===== src/ffha_pkg.sv =====
// Package for the first-fit heap allocator: widths, codes and shared types.
// No dependencies; every other file imports it.
package ffha_pkg;

  localparam int DEF_MAX_SEGMENTS    = 256;
  localparam int DEF_HEADER_BYTES    = 24;
  localparam int SPLIT_MIN_REMAINDER = 24;
  localparam int SZ_W                = 25;
  localparam int ADDR_W              = 32;
  localparam int REQ_W               = 24;
  localparam int STATUS_W            = 2;

  typedef enum logic [STATUS_W-1:0] {
    ST_OK         = 2'd0,
    ST_NO_FIT     = 2'd1,
    ST_BAD_FREE   = 2'd2,
    ST_TABLE_FULL = 2'd3
  } status_t;

  typedef enum logic {
    CFG_REGION_BASE  = 1'b0,
    CFG_REGION_BYTES = 1'b1
  } cfg_index_t;

  typedef enum logic {
    KIND_ALLOC = 1'b0,
    KIND_FREE  = 1'b1
  } kind_t;

  typedef enum logic {
    ALU_ADD = 1'b0,
    ALU_SUB = 1'b1
  } alu_op_t;

  typedef struct packed {
    alu_op_t           op;
    logic [ADDR_W-1:0] a;
    logic [ADDR_W-1:0] b;
  } alu_req_t;

  typedef struct packed {
    logic init;
    logic pop;
    logic push;
  } pool_ctl_t;

  typedef enum logic [3:0] {
    S_IDLE, S_INIT, S_TGT, S_CHK,
    S_A_SPL, S_A_W0, S_A_W1, S_A_W2, S_GRANT,
    S_F0, S_F1, S_F2, S_F3, S_F4, S_F5,
    S_RESP
  } state_t;

endpackage


===== src/ffha_seg_mem.sv =====
// Segment table memory: one write port, one read port with registered data.
// Depends on ffha_pkg for the default depth.
module ffha_seg_mem import ffha_pkg::*; #(
  parameter int DEPTH = DEF_MAX_SEGMENTS,
  parameter int WIDTH = 8,
  parameter int AW    = 8
) (
  input  logic             clk,
  input  logic             we,
  input  logic [AW-1:0]    waddr,
  input  logic [WIDTH-1:0] wdata,
  input  logic             re,
  input  logic [AW-1:0]    raddr,
  output logic [WIDTH-1:0] rdata
);

  logic [WIDTH-1:0] mem [DEPTH];

  // Write port
  always_ff @(posedge clk) begin
    if (we) begin
      mem[waddr] <= wdata;
    end
  end

  // Read port, data holds until the next read
  always_ff @(posedge clk) begin
    if (re) begin
      rdata <= mem[raddr];
    end
  end

endmodule


===== config.mk =====
export PLATFORM = sky130hd
export DESIGN_NAME = ffha_seg_mem
export DESIGN_NICKNAME = d
export VERILOG_FILES = /design/src/ffha_pkg.sv /design/src/ffha_seg_mem.sv
export SDC_FILE = /design/constraint.sdc
export NUM_CORES = 2
export LEC_CHECK = 0
export ABC_AREA = 1
export BUFFER_PORTS_ARGS = -buffer_cell sky130_fd_sc_hd__buf_2
export CAP_MARGIN = 30
export CELL_PAD_IN_SITES_DETAIL_PLACEMENT = 1
export CELL_PAD_IN_SITES_GLOBAL_PLACEMENT = 2
export CORE_MARGIN = 1.5
export CORE_UTILIZATION = 30
export CTS_BUF_LIST = sky130_fd_sc_hd__clkbuf_16
export DETAILED_ROUTE_END_ITERATION = 16
export PLACE_DENSITY = 0.6
export SETUP_SLACK_MARGIN = 0.05
export SYNTH_ARGS = -nofsm -noshare
export SYNTH_HDL_FRONTEND = slang
export SYNTH_SLANG_ARGS = --single-unit

===== constraint.sdc =====
create_clock -name clk -period 5 [get_ports clk]
set_clock_uncertainty 0.15 [all_clocks]
set_input_delay 0.75 -clock clk [delete_from_list [all_inputs] [get_ports clk]]
set_output_delay 0.75 -clock clk [all_outputs]
set_load 0.005 [all_outputs]

# Word-level counts from Yosys, hierarchy flattened
# Memories as Yosys holds them, arrays and structs flattened. A register that Yosys moved wholly into a read port is not among the register bits.
# Cells that the tools add are included.
# classes
n_mux	2
# op_table
operator	n
$mux W1	2
# word_totals
n_memories	1
out_inout_bits	8
input_bits	27
ff_bits	0
ram_bits	2048
elab_cells	3
# mem_list
name	depth	width	read_ports	rd_clocked_by_memory_dff	write_ports	line	text
mem	256	8	1	1	1	ffha_seg_mem.sv:17	logic [WIDTH-1:0] mem [DEPTH];

# Depth between registers and ports, before layout
# depth
ltp_word	2
mapped_depth	15
depth_no_buf	11

# Least setup slack after synthesis
# Ideal clock, no wire load.
# synth_timing
kind	input to register
from	input port we
to	memory mem[162][0] (enable)
path_stages	4
n_path_buf	2
setup_ns	0.370
setup_slack_ns	2.609
required_ns	4.480
t_arrival_ns	1.871
path_cell_list	clkbuf_1 > nand3_1 > clkbuf_1 > nor2_1
# synth_via
elab_chain_len	2
# synth_rtl
item	line	text
from (decl)	ffha_seg_mem.sv:9	input logic we,
$mux W1	ffha_seg_mem.sv:21	if (we) begin
$mux W1 (implied by the code)	ffha_seg_mem.sv:22	mem[waddr] <= wdata;
to (decl)	ffha_seg_mem.sv:17	
# Every way passes these cells.

==> impl_summary.txt <==
----------------------------------------------------
[Status]
  Status ... finished clean

[Clock network]
  CTS Root Cell ... clkbuf_16
  Clock-pin slew of the registers on the worst-case setup and hold paths ... 60 ps
  Hold bufs inserted after CTS ... 0
  Resized cells post-CTS ... 0
  CTS buffer count ... 233
  Number of buffers added for setup after CTS ... 0
  Maximum clock path buffer count ... 4
  Max H-tree Level ... 4
  Number of clock sinks seen by CTS ... 2056
  Clk Latency, worst-skew pair ... 910 ps
  CTS tree ... yes

[Finish]
  Synthesis-to-layout area growth ... 14.9%
  Combined area of the multi-input logic cells ... 0.0192 sq mm
  Ratio of cells with drive above 1 in the final layout ... 8.31%
  Final #Nets ... 7039
  Fin cells ... 10900
  Sequential cell area ... 0.0617 sq mm
  Cell area after layout ... 0.0959 sq mm
  # fillers ... 29700
  Most common cell after layout, fill and taps aside ... nand2_1
  Commonest non-fill, non-tap cells in the layout ... nand2_1 (2107), edfxtp_1 (2056), nand3_1 (2019)

[Power and ir drop]
  Total power density per cell area ... 398 mW/mm^2
  Cell internal power dissipation ... 29.2 mW
  Maximum vdd drop ... 0.275 mV
  Reg power frac ... 49.8%
  LEAKAGE ... 33.0 nW
  Switching power total ... 8.97 mW
  Proportion of total power due to net switching ... 23.5%
  Combinational Power Share ... 6.2%
  Clock network power share ... 43.9%

[Routing]
  Routed WL per cell ... 26.4 microns
  Remaining design rule violation count ... 0
  Antenna Nets Post-Route ... 0
  Violation count after the first detailed-route iteration ... 4294
  Detail-routed via count per cell ... 5.05
  Number of vias after detailed routing ... 55100
  Sum of routed wire length over all layers ... 287000 microns
  Pre-antenna DRT Iters ... 6

[Critical path]
  Category of the worst setup path capture point ... flip-flop
  Arrival time of data at the critical path endpoint ... 4030 ps
  Required @ worst endpoint ... 5590 ps
  Nature of the critical path startpoint ... input port
  Most common cell on crit path ... nand3_1
  Critical Path Max Stage Delay ... 520 ps
  Cell with the biggest individual delay on the critical path ... inv_16
  Crit Path Class ... in2reg
  Largest fanout on the critical path ... 138
  Cell breakdown of the critical path ... buf_8, inv_16, buf_12, buf_4, nand2_1, nand3_1, nand3_1, nand3_1, nand3_1, nand3_1, nand3_1, nand2_1, nand2_1, nand2_1

[Yosys]
  Sequential share of the synthesized area ... 74.0%
  Mean instance size in the synthesized netlist ... 11.9 sq um
  Syn Nets ... 7030
  Cell count after synthesis ... 7003
  Count of synthesis-stage warnings from yosys ... 0
  Synth Cell Area ... 0.0835 sq mm
  Register bit count reported by yosys ... 2056
  Number of library cell types mapped by synthesis ... 13

[Global route]
  Largest net degree at the start of global routing ... 154
  Remaining Overflow, GRT ... 0
  Global-route wire length before repair ... 417000 microns
  Total track usage ... 20.2%
  Vias in the first global route ... 56200
  Number of antenna violations at the first check in global routing ... 16

[Timing]
  Unrepaired setup endpoints after global routing ... false
  Slew at the pin with the worst max-slew slack ... 1090 ps
  Max-slew headroom ... 27.1%
  Maximum clock frequency ... 0.290 GHz
  Final setup vio count ... 0
  Slew Viols, Final ... 0
  Final period demand of the worst path ... 3440 ps
  Hold violation total from the final report ... 0
  Tcrit/Tclk final ... 68.9%
  Final total negative setup slack ... 0 ps

[Place]
  Detail Placement HPWL ... 168000 microns
  Number of port buffers ... 34
  Cell total after placement ... 10500
  Post-place instance area ... 0.0885 sq mm
  Last weighted congestion value of the routability-driven placer ... 0.798

[Die]
  Total number of placement rows ... 193
  Initial Util ... 30.2%
  Floorplan die area ... 0.281 sq mm
  Height of the chip ... 531 microns
  IO Pins ... 35
  Chip width ... 531 microns
  Placeable core region ... 0.277 sq mm

[Hold path]
  Worst min path class ... in2reg

[Flow run]
  Count of max-cap constraint violations ... 0

----------------------------------------------------
-- worst paths after layout --
| path | from | end | slack (ps) | cells after the start |
|---|---|---|---|---|
| worst max-delay path | raddr[0] | rdata[3] | 1560 | 14 |
| worst min-delay path | wdata[0] | mem[214][0] | 190 | 1 |
| worst max register to register | mem[171][3] | rdata[3] | 2400 | 10 |
| worst min register to register | mem[16][1] | rdata[1] | 930 | 10 |
-- area by class of cell --
type                            count  area share (%)
Clock inverter                    186            1.57
Sequential cell                  2056            64.4
Inverter                           39           0.190
Clock buffer                      234            6.11
Timing Repair Buffer              257            2.91
Tap cell                         3705            4.83
Multi-Input combinational cell   4425            20.0
Antenna cell                        6          0.0157
-- power by group through the flow --
stage               Combinational (mW)  Sequential, mW  Clock, mW
floorplan                         1.17            19.4          0
global placement                  2.41            19.4          0
detailed placement                2.43            19.4          0
CTS                               2.43            19.0       17.1
global route                      2.59            19.0       17.7
finish                            2.39            19.0       16.8
-- layer usage --
layer	track usage (%)	share of wire, %	vias to the layer above
met5	0	0	-
met1	28.3	46	28800
li1	-	-	24900
met3	2.13	3.6	344
met2	33.4	48	1049
met4	5.28	2.4	0
-- cells by family (layout without fill, tap and decap cells) --
group | count (synthesis) | after routing | share of synthesized area (%)
simple gates | 4425 | 4425 | 22.9
flops | 2056 | 2056 | 74.0
other cells | 0 | 6 | 0
buf+inv | 522 | 716 | 3.12
-- sequential cells by signal (all words and copies together), names as in the netlist --
signal  cells
mem      2048
rdata       8
-- Yosys cell counts, drive strengths merged --
master,number,share of area (%)
nor2,283,1.3
nand3,2019,12
buf,371,2.4
inv,39,0.18
nand2,2123,9.5
edfxtp,2056,74
clkbuf,112,0.50
-- worst max-delay path: cells and delay by family --
family	cells	cell delay (ps)
AND/OR/NAND/NOR	10	1760
buffers and inverters	4	1360
-- stage by stage --
stage	utilization, %	setup WS [ps]	power [mW]	hold slack (ps)
2_1_floorplan	-	2610	20.6	699
4_1_cts	34.6	1570	38.6	158
3_5_place_dp	32.0	628	21.8	938
3_3_place_gp	31.9	553	21.8	1000
6_report	34.7	1560	38.2	191
5_1_grt	34.7	1510	39.3	177
Power figures use the tool's default switching activity.
