**config.mk**
```make
export PLATFORM = sky130hd
export DESIGN_NAME = ffha_alu
export DESIGN_NICKNAME = d
export VERILOG_FILES = /design/src/ffha_pkg.sv /design/src/ffha_alu.sv
export SDC_FILE = /design/constraint.sdc
export NUM_CORES = 1
export LEC_CHECK = 0
export ABC_AREA = 1
export BUFFER_PORTS_ARGS = -buffer_cell sky130_fd_sc_hd__buf_2
export CORE_ASPECT_RATIO = 0.7
export CORE_MARGIN = 5
export CORE_UTILIZATION = 55
export DETAILED_ROUTE_END_ITERATION = 12
export GPL_ROUTABILITY_DRIVEN = 0
export GPL_TIMING_DRIVEN = 0
export PLACE_DENSITY_LB_ADDON = 0.05
export RECOVER_POWER = 50
export REMOVE_ABC_BUFFERS = 1
export SLEW_MARGIN = 20
export SYNTH_ARGS = -nofsm -noshare
export SYNTH_HDL_FRONTEND = slang
export SYNTH_SLANG_ARGS = --single-unit
```
**constraint.sdc**
```tcl
create_clock -name vclk -period 3.27
set_input_delay 0.654 -clock vclk [all_inputs]
set_output_delay 0.654 -clock vclk [all_outputs]
set_load 0.01 [all_outputs]
```
**src/ffha_pkg.sv**
```systemverilog
// Package for the first-fit heap allocator: widths, codes and shared types.
// No dependencies; every other file imports it.
package ffha_pkg;

  localparam int DEF_MAX_SEGMENTS    = 256;
  localparam int DEF_HEADER_BYTES    = 24;
  localparam int SPLIT_MIN_REMAINDER = 24;
  localparam int SZ_W                = 25;
  localparam int ADDR_W              = 32;
  localparam int REQ_W               = 24;
  localparam int STATUS_W            = 2;

  typedef enum logic [STATUS_W-1:0] {
    ST_OK         = 2'd0,
    ST_NO_FIT     = 2'd1,
    ST_BAD_FREE   = 2'd2,
    ST_TABLE_FULL = 2'd3
  } status_t;

  typedef enum logic {
    CFG_REGION_BASE  = 1'b0,
    CFG_REGION_BYTES = 1'b1
  } cfg_index_t;

  typedef enum logic {
    KIND_ALLOC = 1'b0,
    KIND_FREE  = 1'b1
  } kind_t;

  typedef enum logic {
    ALU_ADD = 1'b0,
    ALU_SUB = 1'b1
  } alu_op_t;

  typedef struct packed {
    alu_op_t           op;
    logic [ADDR_W-1:0] a;
    logic [ADDR_W-1:0] b;
  } alu_req_t;

  typedef struct packed {
    logic init;
    logic pop;
    logic push;
  } pool_ctl_t;

  typedef enum logic [3:0] {
    S_IDLE, S_INIT, S_TGT, S_CHK,
    S_A_SPL, S_A_W0, S_A_W1, S_A_W2, S_GRANT,
    S_F0, S_F1, S_F2, S_F3, S_F4, S_F5,
    S_RESP
  } state_t;

endpackage

```
**src/ffha_alu.sv**
```systemverilog
// Shared add/subtract unit used by the sequencer for size and address sums.
// Depends on ffha_pkg for alu_req_t.
module ffha_alu import ffha_pkg::*; (
  input  alu_req_t          req,
  output logic [ADDR_W-1:0] res,
  output logic              borrow
);

  logic [ADDR_W:0] sum;

  // Add, or subtract by two's complement; borrow flags a < b
  always_comb begin
    if (req.op == ALU_SUB) begin
      sum = {1'b0, req.a} + {1'b0, ~req.b} + {{ADDR_W{1'b0}}, 1'b1};
    end else begin
      sum = {1'b0, req.a} + {1'b0, req.b};
    end
  end

  assign res    = sum[ADDR_W-1:0];
  assign borrow = (req.op == ALU_SUB) && !sum[ADDR_W];

endmodule

```
* Yosys cells after proc, flatten, opt, wreduce, memory -nomap -nowiden
Cells that the tools add are included.
** Storage, ports and cells
- Output and inout bits :: 33
- Register bits :: 0
- Word-level logic and storage cells :: 7
- Input bits :: 65
** Cells by class
- Reduce and logical (&&, ||, !) cells :: 2
- Multiplexer cells :: 1
- Bitwise operators :: 1
- Add/subtract/negate cells :: 3
** Operator list (count)
- 32-bit by 32-bit adder with 33-bit output :: 2
- 33-bit by 1-bit adder with 33-bit output, second input constant :: 1
- 33-bit 2-to-1 mux :: 1
- 32-bit inverter :: 1
- 1-bit logical AND :: 1
- 1-bit logical NOT :: 1

* Depth between registers and ports, before layout
- Depth after elaboration :: 6
- Depth in mapped cells :: 17
- Gate-level depth less buffers :: 16

* Worst setup path after synthesis
Ideal clock, no wire load.
- Path type :: input to output
- Start point :: input req[32] (netlist name)
- End point :: output res[16]
- Data arrival time :: 2.040 ns
- Required time :: 2.616 ns
- Stages :: 11
- Buffers on the path :: 0
- Setup slack :: 0.576 ns
- Path through :: inv_1 ha_1 fa_1 o21ai_1 nand2_1 nand2_1 nand2_1 nand3_1 xor2_1 nand2_1 nand2_1
** Between the ends
- Cells in the longest elaborated chain, start to end :: 3
- Elaborated cells on any way between the ends :: 4
- Classes of those cells :: 3 x add/sub; 1 x mux
** RTL lines
- start: declaration :: line ffha_alu.sv:4 : input alu_req_t req,
- 32-bit by 32-bit adder with 33-bit output :: line ffha_alu.sv:14 : sum = {1'b0, req.a} + {1'b0, ~req.b} + {{ADDR_W{1'b0}}, 1'b1};
- 33-bit by 1-bit adder with 33-bit output :: line ffha_alu.sv:14
- 33-bit 2-to-1 mux (*) :: line ffha_alu.sv:13 : if (req.op == ALU_SUB) begin
- end: declaration :: line ffha_alu.sv:5 : output logic [ADDR_W-1:0] res,
Every way passes the cells marked *; elsewhere a longest branch is shown, timed or not.

* Final worst setup path
- Start point :: input req[20] (netlist name)
- End point :: output res[28]
** Between the ends
- Cells in the longest elaborated chain, start to end :: 4
- Elaborated cells on any way between the ends :: 5
- Classes of those cells :: 3 x add/sub; 1 x mux; 1 x bitwise
** RTL lines (line)
- 32-bit inverter :: ffha_alu.sv:14
- 32-bit by 32-bit adder with 33-bit output :: ffha_alu.sv:14
- 33-bit by 1-bit adder with 33-bit output :: ffha_alu.sv:14
- 33-bit 2-to-1 mux (*) :: ffha_alu.sv:13
Marked as above.

==> impl_metrics.toml <==
[routing]
ant_nets = 0
drtIter0Drc = 761
route.met3.wl_um = 2046
topRoutingLayerUsed = "met4"
wl_um = 18840
route.detailed.drc = 0
detail_route.wl_per_cell_um = 14.22
wl_met2_um = 7774
first_pass_iters = 5
vias_per_cell = 5.306
drt-met1-wl_um = 8830
vias = 7030

[sta]
hold_viol = 0
worstMarginPinSlew_ns = 0.5557
tns_ns = 0
finalSetupViolCount = 0
finalMaxSlewViolations = 0
fin_crit_sh = 0.9712
max_clock_freq_mhz = 314.9
rsz0062_at_grt = "true"
min_period_ns = 3.176
maxSlewHeadroom = 0.6295

[setup_path]
critical_path_buf_inv_count = 3
crit_path_frequent_cell = "nand2_1"
cp_top_family = "simple AND/OR/NAND/NOR gates"
cpMaxStageDelayCell = "ha_2"
path_class = "in2out"
required_ns = 2.62
endpoint = "res[28]"
slowest_delay_ns = 0.45
critPathMaxFanout = 9
cp.arrival_ns = 2.52
startpoint = "req[20]"
crit_chain = "buf_2 > inv_1 > ha_2 > nand2_1 > nor2_1 > nand2_1 > nor3_1 > nand2_1 > nand2_1 > nand2_1 > nand2_1 > nand2_1 > nand2_1 > buf_2"
cp-start-kind = "input pin"
end_kind = "primary output"
path_depth = 14

[floorplan]
die_h_um = 93.14
die_area_um2 = 11990
core_um2 = 9684
start_util = 0.5607
ios = 98
fp-row-count = 30
die_width_um = 128.8

[layout]
design_area_um2 = 6145
fin_nets = 1329
instances_no_fill = 1325
seq_cells = 0
layout-drive-gt1-share = 0.1420
nClkBuffers = 0
seqCellArea_um2 = 0
area_delta_synth_final_pct = 13.16
diodes = 0

[global_routing]
grt_pass1_vias = 5925
overflow = 0
grt_pass1_wl_um = 28520
grt_max_degree = 44
grtUsageTotal = 0.2943
antenna_found_initial = 0

[placed_design]
dp_cells = 1325
place_area_um2 = 5896
io_buffers = 98
hpwl_um = 16080

[clock_network]
cts_hold_buf = 0
post-cts-setup-buffer-count = 0

[synthesis]
ys_warn_count = 0
netlist_instances = 1128
synth.distinct_cells = 31
syn_area_um2 = 5430
syn_avg_cell_area_um2 = 4.814
seq_area_frac_synth = 0

[pwr]
ir_worst_vdd_uv = 93.62
powerDensity_nw_per_um2 = 194.3
total_power_mw = 1.194
leakage_nw = 3.803

[flow_run]
maxCapViolCount = 0

[worst_hold_path]
hold_class = "in2out"

[outcome]
outcome = "completed"
## worst min-delay path by stage
stage | startpoint | endpoint | slack, ns | cells after the start
3_5_place_dp | req[0] | res[0] | 1.68 | 4
4_1_cts | req[0] | res[0] | 1.68 | 4
6_report | req[0] | res[0] | 1.67 | 4
2_1_floorplan | req[64] | res[20] | 1.43 | 2
5_1_grt | req[0] | res[0] | 1.71 | 4
3_3_place_gp | req[0] | res[0] | 1.68 | 4
## cell families (layout without fill, tap and decap cells)
logic type / after synthesis / count (layout) / synth area share
AO/OA/AOI/OAI: 87 / 87 / 0.08802
XOR/XNOR: 22 / 22 / 0.03548
adder cells (fa/ha/maj): 65 / 65 / 0.1525
buffers and inverters: 265 / 334 / 0.1972
AND/OR/NAND/NOR: 689 / 689 / 0.5267
## placed cells by master, fill, tap and decap left out, types with 2 or more instances in the layout
master	instances
nor3_2	11
nand3_2	2
a21oi_2	4
nor2_4	3
nand2_1	460
ha_1	37
xor2_1	20
clkbuf_1	2
and2_1	8
o21ai_0	20
ha_4	10
ha_2	16
nand2_2	5
o21bai_1	13
nor2_2	15
inv_2	4
nor3_1	12
fa_2	2
nand4_1	23
xnor2_1	2
inv_1	231
nand3_1	64
a31oi_1	2
nor2_1	85
a21oi_1	41
o21ai_1	3
buf_2	95
## where the power goes
part / switching [mW] / leakage [nW] / internal (mW)
registers: 0 / 0 / 0
clock network: 0 / 0 / 0
logic: 0.781 / 3.80 / 0.413
## metrics by stage
step	util	setup slack, ns	hold slack (ns)
after CTS	0.6099	0.000004441	1.683
after detailed placement	0.6088	-1.061	1.680
after global routing	0.6345	-0.004386	1.712
after global placement	0.6088	-1.005	1.684
final	0.6345	0.09422	1.668
after floorplan	-	0.5742	1.425
## cell type report
cell class / count / area, um^2
well taps: 128 / 160.2
repair buffers: 98 / 490.5
inverters: 236 / 890.9
fillers: 1055 / 3540
multi-input cells: 863 / 4603
## Yosys cell counts, types with 3 or more instances
library cell	number	share of area
ha_1	63	0.15
nor3_2	5	0.0092
o21ai_0	22	0.020
and2_1	8	0.0092
nand4_1	23	0.026
nor2_4	3	0.0062
nand2_1	463	0.32
inv_1	231	0.16
nor3_1	18	0.017
nor2_2	10	0.012
a21oi_1	45	0.041
nand3_1	65	0.060
nor2_1	90	0.062
xor2_1	20	0.032
buf_2	13	0.012
inv_2	4	0.0028
buf_4	12	0.017
o21bai_1	13	0.018
## routing by layer
layer | track usage | vias up
li1 | - | 3547
met1 | 0.4500 | 3123
met2 | 0.4384 | 336
met3 | 0.04852 | 24
met4 | 0.03497 | 0
met5 | 0 | -
## what timing repair did
item / 4_1_cts / 5_1_grt
setup endpoints to repair: 26 / 22
pin swaps: 0 / 1
endpoints found under the hold margin: 0 / 0
resized for setup: 4 / 60
Power figures use the tool's default switching activity.
