==> src/ffha_pkg.sv <==
// Package for the first-fit heap allocator: widths, codes and shared types.
// No dependencies; every other file imports it.
package ffha_pkg;

  localparam int DEF_MAX_SEGMENTS    = 256;
  localparam int DEF_HEADER_BYTES    = 24;
  localparam int SPLIT_MIN_REMAINDER = 24;
  localparam int SZ_W                = 25;
  localparam int ADDR_W              = 32;
  localparam int REQ_W               = 24;
  localparam int STATUS_W            = 2;

  typedef enum logic [STATUS_W-1:0] {
    ST_OK         = 2'd0,
    ST_NO_FIT     = 2'd1,
    ST_BAD_FREE   = 2'd2,
    ST_TABLE_FULL = 2'd3
  } status_t;

  typedef enum logic {
    CFG_REGION_BASE  = 1'b0,
    CFG_REGION_BYTES = 1'b1
  } cfg_index_t;

  typedef enum logic {
    KIND_ALLOC = 1'b0,
    KIND_FREE  = 1'b1
  } kind_t;

  typedef enum logic {
    ALU_ADD = 1'b0,
    ALU_SUB = 1'b1
  } alu_op_t;

  typedef struct packed {
    alu_op_t           op;
    logic [ADDR_W-1:0] a;
    logic [ADDR_W-1:0] b;
  } alu_req_t;

  typedef struct packed {
    logic init;
    logic pop;
    logic push;
  } pool_ctl_t;

  typedef enum logic [3:0] {
    S_IDLE, S_INIT, S_TGT, S_CHK,
    S_A_SPL, S_A_W0, S_A_W1, S_A_W2, S_GRANT,
    S_F0, S_F1, S_F2, S_F3, S_F4, S_F5,
    S_RESP
  } state_t;

endpackage

==> src/ffha_slot_pool.sv <==
// Pool of unused table slots: a high-water mark plus a stack of released slots.
// Depends on ffha_pkg for pool_ctl_t.
module ffha_slot_pool import ffha_pkg::*; #(
  parameter int MAX_SEGMENTS = DEF_MAX_SEGMENTS,
  parameter int IDX_W        = 8,
  parameter int LINK_W       = 9
) (
  input  logic             clk,
  input  logic             rst,
  input  pool_ctl_t        ctl,
  input  logic [IDX_W-1:0] push_idx,
  output logic             avail,
  output logic [IDX_W-1:0] slot
);

  logic [IDX_W-1:0]  stack [MAX_SEGMENTS];
  logic [LINK_W-1:0] sp;
  logic [LINK_W-1:0] hw;
  logic [LINK_W-1:0] sp_dec;

  assign sp_dec = sp - LINK_W'(1);
  assign avail  = (sp != '0) || (hw != LINK_W'(MAX_SEGMENTS));

  // Track stack depth and high-water mark; slot 0 is always taken
  always_ff @(posedge clk) begin
    if (rst || ctl.init) begin
      sp <= '0;
      hw <= LINK_W'(1);
    end else if (ctl.push) begin
      sp <= sp + LINK_W'(1);
    end else if (ctl.pop) begin
      if (sp != '0) begin
        sp <= sp_dec;
      end else begin
        hw <= hw + LINK_W'(1);
      end
    end
  end

  // Push released slots
  always_ff @(posedge clk) begin
    if (ctl.push) begin
      stack[sp[IDX_W-1:0]] <= push_idx;
    end
  end

  // Hand out a released slot first, else the next never-used one
  always_ff @(posedge clk) begin
    if (ctl.pop) begin
      if (sp != '0) begin
        slot <= stack[sp_dec[IDX_W-1:0]];
      end else begin
        slot <= hw[IDX_W-1:0];
      end
    end
  end

endmodule

==> config.mk <==
export PLATFORM = sky130hd
export DESIGN_NAME = ffha_slot_pool
export DESIGN_NICKNAME = d
export VERILOG_FILES = /design/src/ffha_pkg.sv /design/src/ffha_slot_pool.sv
export SDC_FILE = /design/constraint.sdc
export NUM_CORES = 2
export LEC_CHECK = 0
export ABC_AREA = 1
export BUFFER_PORTS_ARGS = -buffer_cell sky130_fd_sc_hd__buf_2
export CAP_MARGIN = 20
export CORE_MARGIN = 3
export CORE_UTILIZATION = 48
export CTS_CLUSTER_DIAMETER = 40
export DETAILED_ROUTE_END_ITERATION = 12
export PLACE_DENSITY = 0.62
export SYNTH_ARGS = -nofsm -noshare
export SYNTH_HDL_FRONTEND = slang
export SYNTH_SLANG_ARGS = --single-unit
==> constraint.sdc <==
create_clock -name clk -period 7.6 [get_ports clk]
set_input_delay 1.14 -clock clk [delete_from_list [all_inputs] [get_ports clk]]
set_output_delay 1.14 -clock clk [all_outputs]
set_load 0.02 [all_outputs]
Word-level counts from Yosys, hierarchy flattened:

Memory sizes are Yosys's and may differ from the RTL's.
Index checks and enable logic that the tools add are counted.

* bits in registers: 26
* memory bits (writable): 2048
* output and inout bits: 9
* word-level logic and storage cells: 23
* memories kept: 1

Memory list
* stack: depth 256, width 8, rd ports 1, clocked after Yosys merged registers in 0, write ports 1, RTL line ffha_slot_pool.sv:16 `logic [IDX_W-1:0] stack [MAX_SEGMENTS];`

* add/sub/neg operators: 3
* eq/ne operators: 1
* mux-type cells: 6
* bitwise logic cells: 2
* reduce and logical (&&, ||, !) cells: 7

Operators by type and width (number)
* $mux 9: 3
* $add 9x1->9 const B: 2
* $ne 9x9->1 const B: 1
* $reduce_bool 9->1: 1
* $sub 9x1->9 const B: 1
* $mux 8: 1
* $reduce_bool 2->1: 2
* $reduce_and 3->1: 1
* $logic_or 1x1->1: 2
* $mux 1: 2
* $not 1->1: 2
* $reduce_and 2->1: 1

Logic depth before layout (Yosys ltp):

* word-level depth: 4
* gate-level depth with buffers: 20

Worst setup path before layout:

OpenSTA, ideal clock, no wires.

* kind: reg2out
* from: register sp[0]
* to: output port avail
* arrival: 1.835 ns
* data required time: 6.460 ns
* setup slack: 4.625 ns
* stages on the path, launching flop included: 9
* buffers on the path: 3
* cells stage by stage: dfxtp_1 inv_2 buf_2 buf_1 ha_1 nand2_2 nor3_4 buf_4 nand3_1

* longest elaborated chain between the ends: 2

RTL lines
* start: declaration: RTL line ffha_slot_pool.sv:17 `logic [LINK_W-1:0] sp;`
* start signal: assignment: RTL line ffha_slot_pool.sv:30 `sp <= sp + LINK_W'(1);`
* start signal: assignment: RTL line ffha_slot_pool.sv:33 `sp <= sp_dec;`
* $reduce_bool 9->1: RTL line ffha_slot_pool.sv:22 `assign avail = (sp != '0) || (hw != LINK_W'(MAX_SEGMENTS));`
* $logic_or 1x1->1: RTL line ffha_slot_pool.sv:22
* end: declaration: RTL line ffha_slot_pool.sv:12 `output logic avail,`

Every way passes these cells.

Final worst setup path:

* from: register sp[0]
* to: register slot[3] (data pin)

* longest elaborated chain between the ends: 3
* elaborated cells between the ends (all ways): 4
* those cells by class: 1 x add/sub; 1 x mux; 1 x reduce/logical; 1 x memory

RTL lines
* $sub 9x1->9: RTL line ffha_slot_pool.sv:21 `assign sp_dec = sp - LINK_W'(1);`
* $mem_v2 256x8
* $mux 8 *: RTL line ffha_slot_pool.sv:50 `if (sp != '0) begin`
* end signal: assignment: RTL line ffha_slot_pool.sv:51 `slot <= stack[sp_dec[IDX_W-1:0]];`
* end signal: assignment: RTL line ffha_slot_pool.sv:53 `slot <= hw[IDX_W-1:0];`
* end: declaration: RTL line ffha_slot_pool.sv:13 `output logic [IDX_W-1:0] slot`

Mark *: on every way between the ends. The rest lies on a longest branch, timed or not.
A chain may end at the register's enable or synchronous reset.

==> impl_metrics.json <==
{
  "cts_buffer_depth": 4,
  "min_to": "hw[8]$_SDFFE_PP0P_",
  "wirelength_um": 233700,
  "multi_input_area_sq_um": 19950,
  "yosysUniqueCellTypes": 34,
  "status": "finished, final reports clean",
  "drtIter0Drc": 7312,
  "ios": 22,
  "cts_inserted_buffers": 285,
  "worst-r2r-cell-count": 13,
  "viasPerCell": 5.831,
  "grt_pass1_wl_um": 346100,
  "post-route-period-util_pct": 71.14,
  "rows": 153,
  "wl_met1_um": 96170,
  "fmax_mhz": 185.0,
  "grt_antenna_before_repair": 4,
  "grt_max_degree": 210,
  "syn_area_per_cell_sq_um": 11.78,
  "cp-end-kind": "flop",
  "cp-start-kind": "flop",
  "synth-seq-area-share_pct": 73.66,
  "drive_gt1_share_pct": 7.726,
  "hold_violations": 0,
  "reg2reg_to": "slot[3]$_DFFE_PP_",
  "p_leak_nw": 32.90,
  "grt.total_usage_pct": 25.47,
  "final_area_sq_um": 95450,
  "hold_depth": 1,
  "dp_slack_ns": 2.343,
  "min_period_ns": 5.406,
  "required_ns": 8.23,
  "synth_fp_nets": 7177,
  "antenna_left": 0,
  "skew_ns": 0.05852,
  "port_buffers": 21,
  "dieArea_sq_um": 180700,
  "top_layer_used": "met4",
  "overflow": 0,
  "maxCapViolations": 0,
  "nFillCells": 14427,
  "worstHoldStart": "hw[8]$_SDFFE_PP0P_",
  "ir_worst_vdd_v": 0.0002334,
  "cts_sinks": 2074,
  "nets": 7077,
  "placed_area_sq_um": 86100,
  "worst_pin_slew_ns": 1.232,
  "cts_max_level": 5,
  "cts_setup_buffers": 0,
  "layout_common_cells": "nand2_1 (2130), edfxtp_1 (2056), nand3_1 (2040), clkbuf_16 (295), nor2_1 (288)",
  "whs_ns": 0.4759,
  "hold_class": "reg2reg",
  "fin_ws_ns": 2.194,
  "clk_latency_ns": 0.91,
  "cts-root-buf": "clkbuf_16",
  "power.density_nw_per_um2": 297.4,
  "reg2reg_from": "sp[0]$_SDFFE_PP0P_",
  "mostFrequentLayoutCell": "nand2_1",
  "ff_latch_area_sq_um": 62100,
  "dr.pass1.iters": 6,
  "maxSlewHeadroom_pct": 17.78,
  "yosys_warnings": 0,
  "finalSetupTns_ns": 0,
  "die_h_um": 425.1,
  "finalSetupViolCount": 0,
  "total_power_mw": 28.39,
  "routabilityCongestion": 0.8512,
  "die_w_um": 425.1,
  "slew_violations": 0,
  "worstSetupPathType": "reg2reg",
  "rsz0062_at_grt": "false",
  "path_clk_slew_ns": 0.05,
  "dr_wl_met2_um": 108200,
  "worstPathArrival_ns": 6.04,
  "syn_inst": 7157,
  "drcViolationCount": 0,
  "post_cts_resized": 0,
  "syn_to_final_growth_pct": 13.22,
  "core_sq_um": 174200,
  "rrSetupSlack_ns": 2.19,
  "cp_max_fo": 126,
  "post_drt_wl_per_cell_um": 24.37,
  "route.met3.wl_um": 20690,
  "cts_hold_buf": 0,
  "dpl.hpwl_um": 124600,
  "netlist_area_sq_um": 84300,
  "vias": 55904,
  "yosys_register_bits": 2074,
  "cts_tree": "built",
  "first_global_vias": 52950,
  "start_util_pct": 48.39
}
## per-layer routing
| layer | vias up | track usage (%) |
|---|---|---|
| li1 | 25274 | - |
| met1 | 27398 | 36.02 |
| met2 | 2728 | 39.53 |
| met3 | 504 | 4.642 |
| met4 | 0 | 9.554 |
| met5 | - | 0 |
## Yosys cell counts (all sizes together)
cell | n | area, sq um
nor4 | 1 | 6.260
nand3 | 2043 | 10230
buf | 283 | 1384
o21ai | 13 | 65.06
a31oi | 2 | 12.51
o22ai | 1 | 6.260
nor3 | 9 | 61.31
ha | 7 | 87.58
o211ai | 1 | 7.510
a21oi | 14 | 70.07
xor2 | 6 | 75.08
nor2 | 294 | 1124
a211oi | 1 | 7.510
nand4 | 1 | 6.260
dfxtp | 18 | 360.4
clkbuf | 198 | 743.2
edfxtp | 2056 | 61740
clkinv | 1 | 3.750
a32oi | 1 | 8.760
nor3b | 1 | 7.510
o21a | 1 | 7.510
inv | 59 | 221.5
nand2 | 2146 | 8065
## registers in the layout, summed over array words and instances (netlist names)
signal,count
slot,8
stack,2048
sp,9
hw,9
## final cells by class
cell class / instances / share of cell area, %
antenna: 2 / 0.005243
clock buffer: 336 / 7.927
clock inverter: 155 / 1.865
inverter: 60 / 0.2596
multi-input combinational: 4542 / 20.90
sequential: 2074 / 65.06
tap: 2325 / 3.048
timing repair buffer: 94 / 0.9333
## how the worst max path moves through the flow
stage / endpoint / startpoint / cells after the start
2_1_floorplan: avail / sp[0]$_SDFFE_PP0P_ / 8
3_3_place_gp: slot[3]$_DFFE_PP_ / sp[0]$_SDFFE_PP0P_ / 13
3_5_place_dp: slot[3]$_DFFE_PP_ / sp[0]$_SDFFE_PP0P_ / 13
4_1_cts: slot[3]$_DFFE_PP_ / sp[0]$_SDFFE_PP0P_ / 13
5_1_grt: slot[7]$_DFFE_PP_ / sp[0]$_SDFFE_PP0P_ / 13
6_report: slot[3]$_DFFE_PP_ / sp[0]$_SDFFE_PP0P_ / 13
## where the power goes
part	leakage [nW]	switching (mW)	internal [mW]
logic	9.78	2.00	0.600
clock network	4.49	4.92	8.23
registers	18.6	0.0331	12.6
## critical path: stages, from the launching register on
cell and delay (ns):
dfxtp_4 0.78, inv_8 0.43, ha_4 0.75, buf_4 0.58
buf_4 0.73, nand3_1 0.26, nand3_1 0.20, nand3_1 0.12
nand3_1 0.17, nand3_1 0.21, nand3_1 0.29, nand3_1 0.23
nand3_1 0.15, nand2_1 0.06
## cells by family (layout without fill, tap and decap cells)
group / after synthesis / in the layout / share of synthesized area [%]
AND/OR/NAND/NOR: 4495 / 4495 / 23.14
XOR/XNOR: 6 / 6 / 0.08906
buffers and inverters: 541 / 645 / 2.790
flip-flops: 2074 / 2074 / 73.66
adder cells (fa/ha/maj): 7 / 7 / 0.1039
AO/OA/AOI/OAI: 34 / 34 / 0.2197
other: 0 / 2 / 0
## stage by stage
stage          std cells  util [%]
2_1_floorplan       7157         -
3_3_place_gp        9092     49.38
3_5_place_dp        9095     49.42
4_1_cts             9586     54.79
5_1_grt             9586     54.79
6_report            9588     54.79
(Power assumes the default switching activity.)
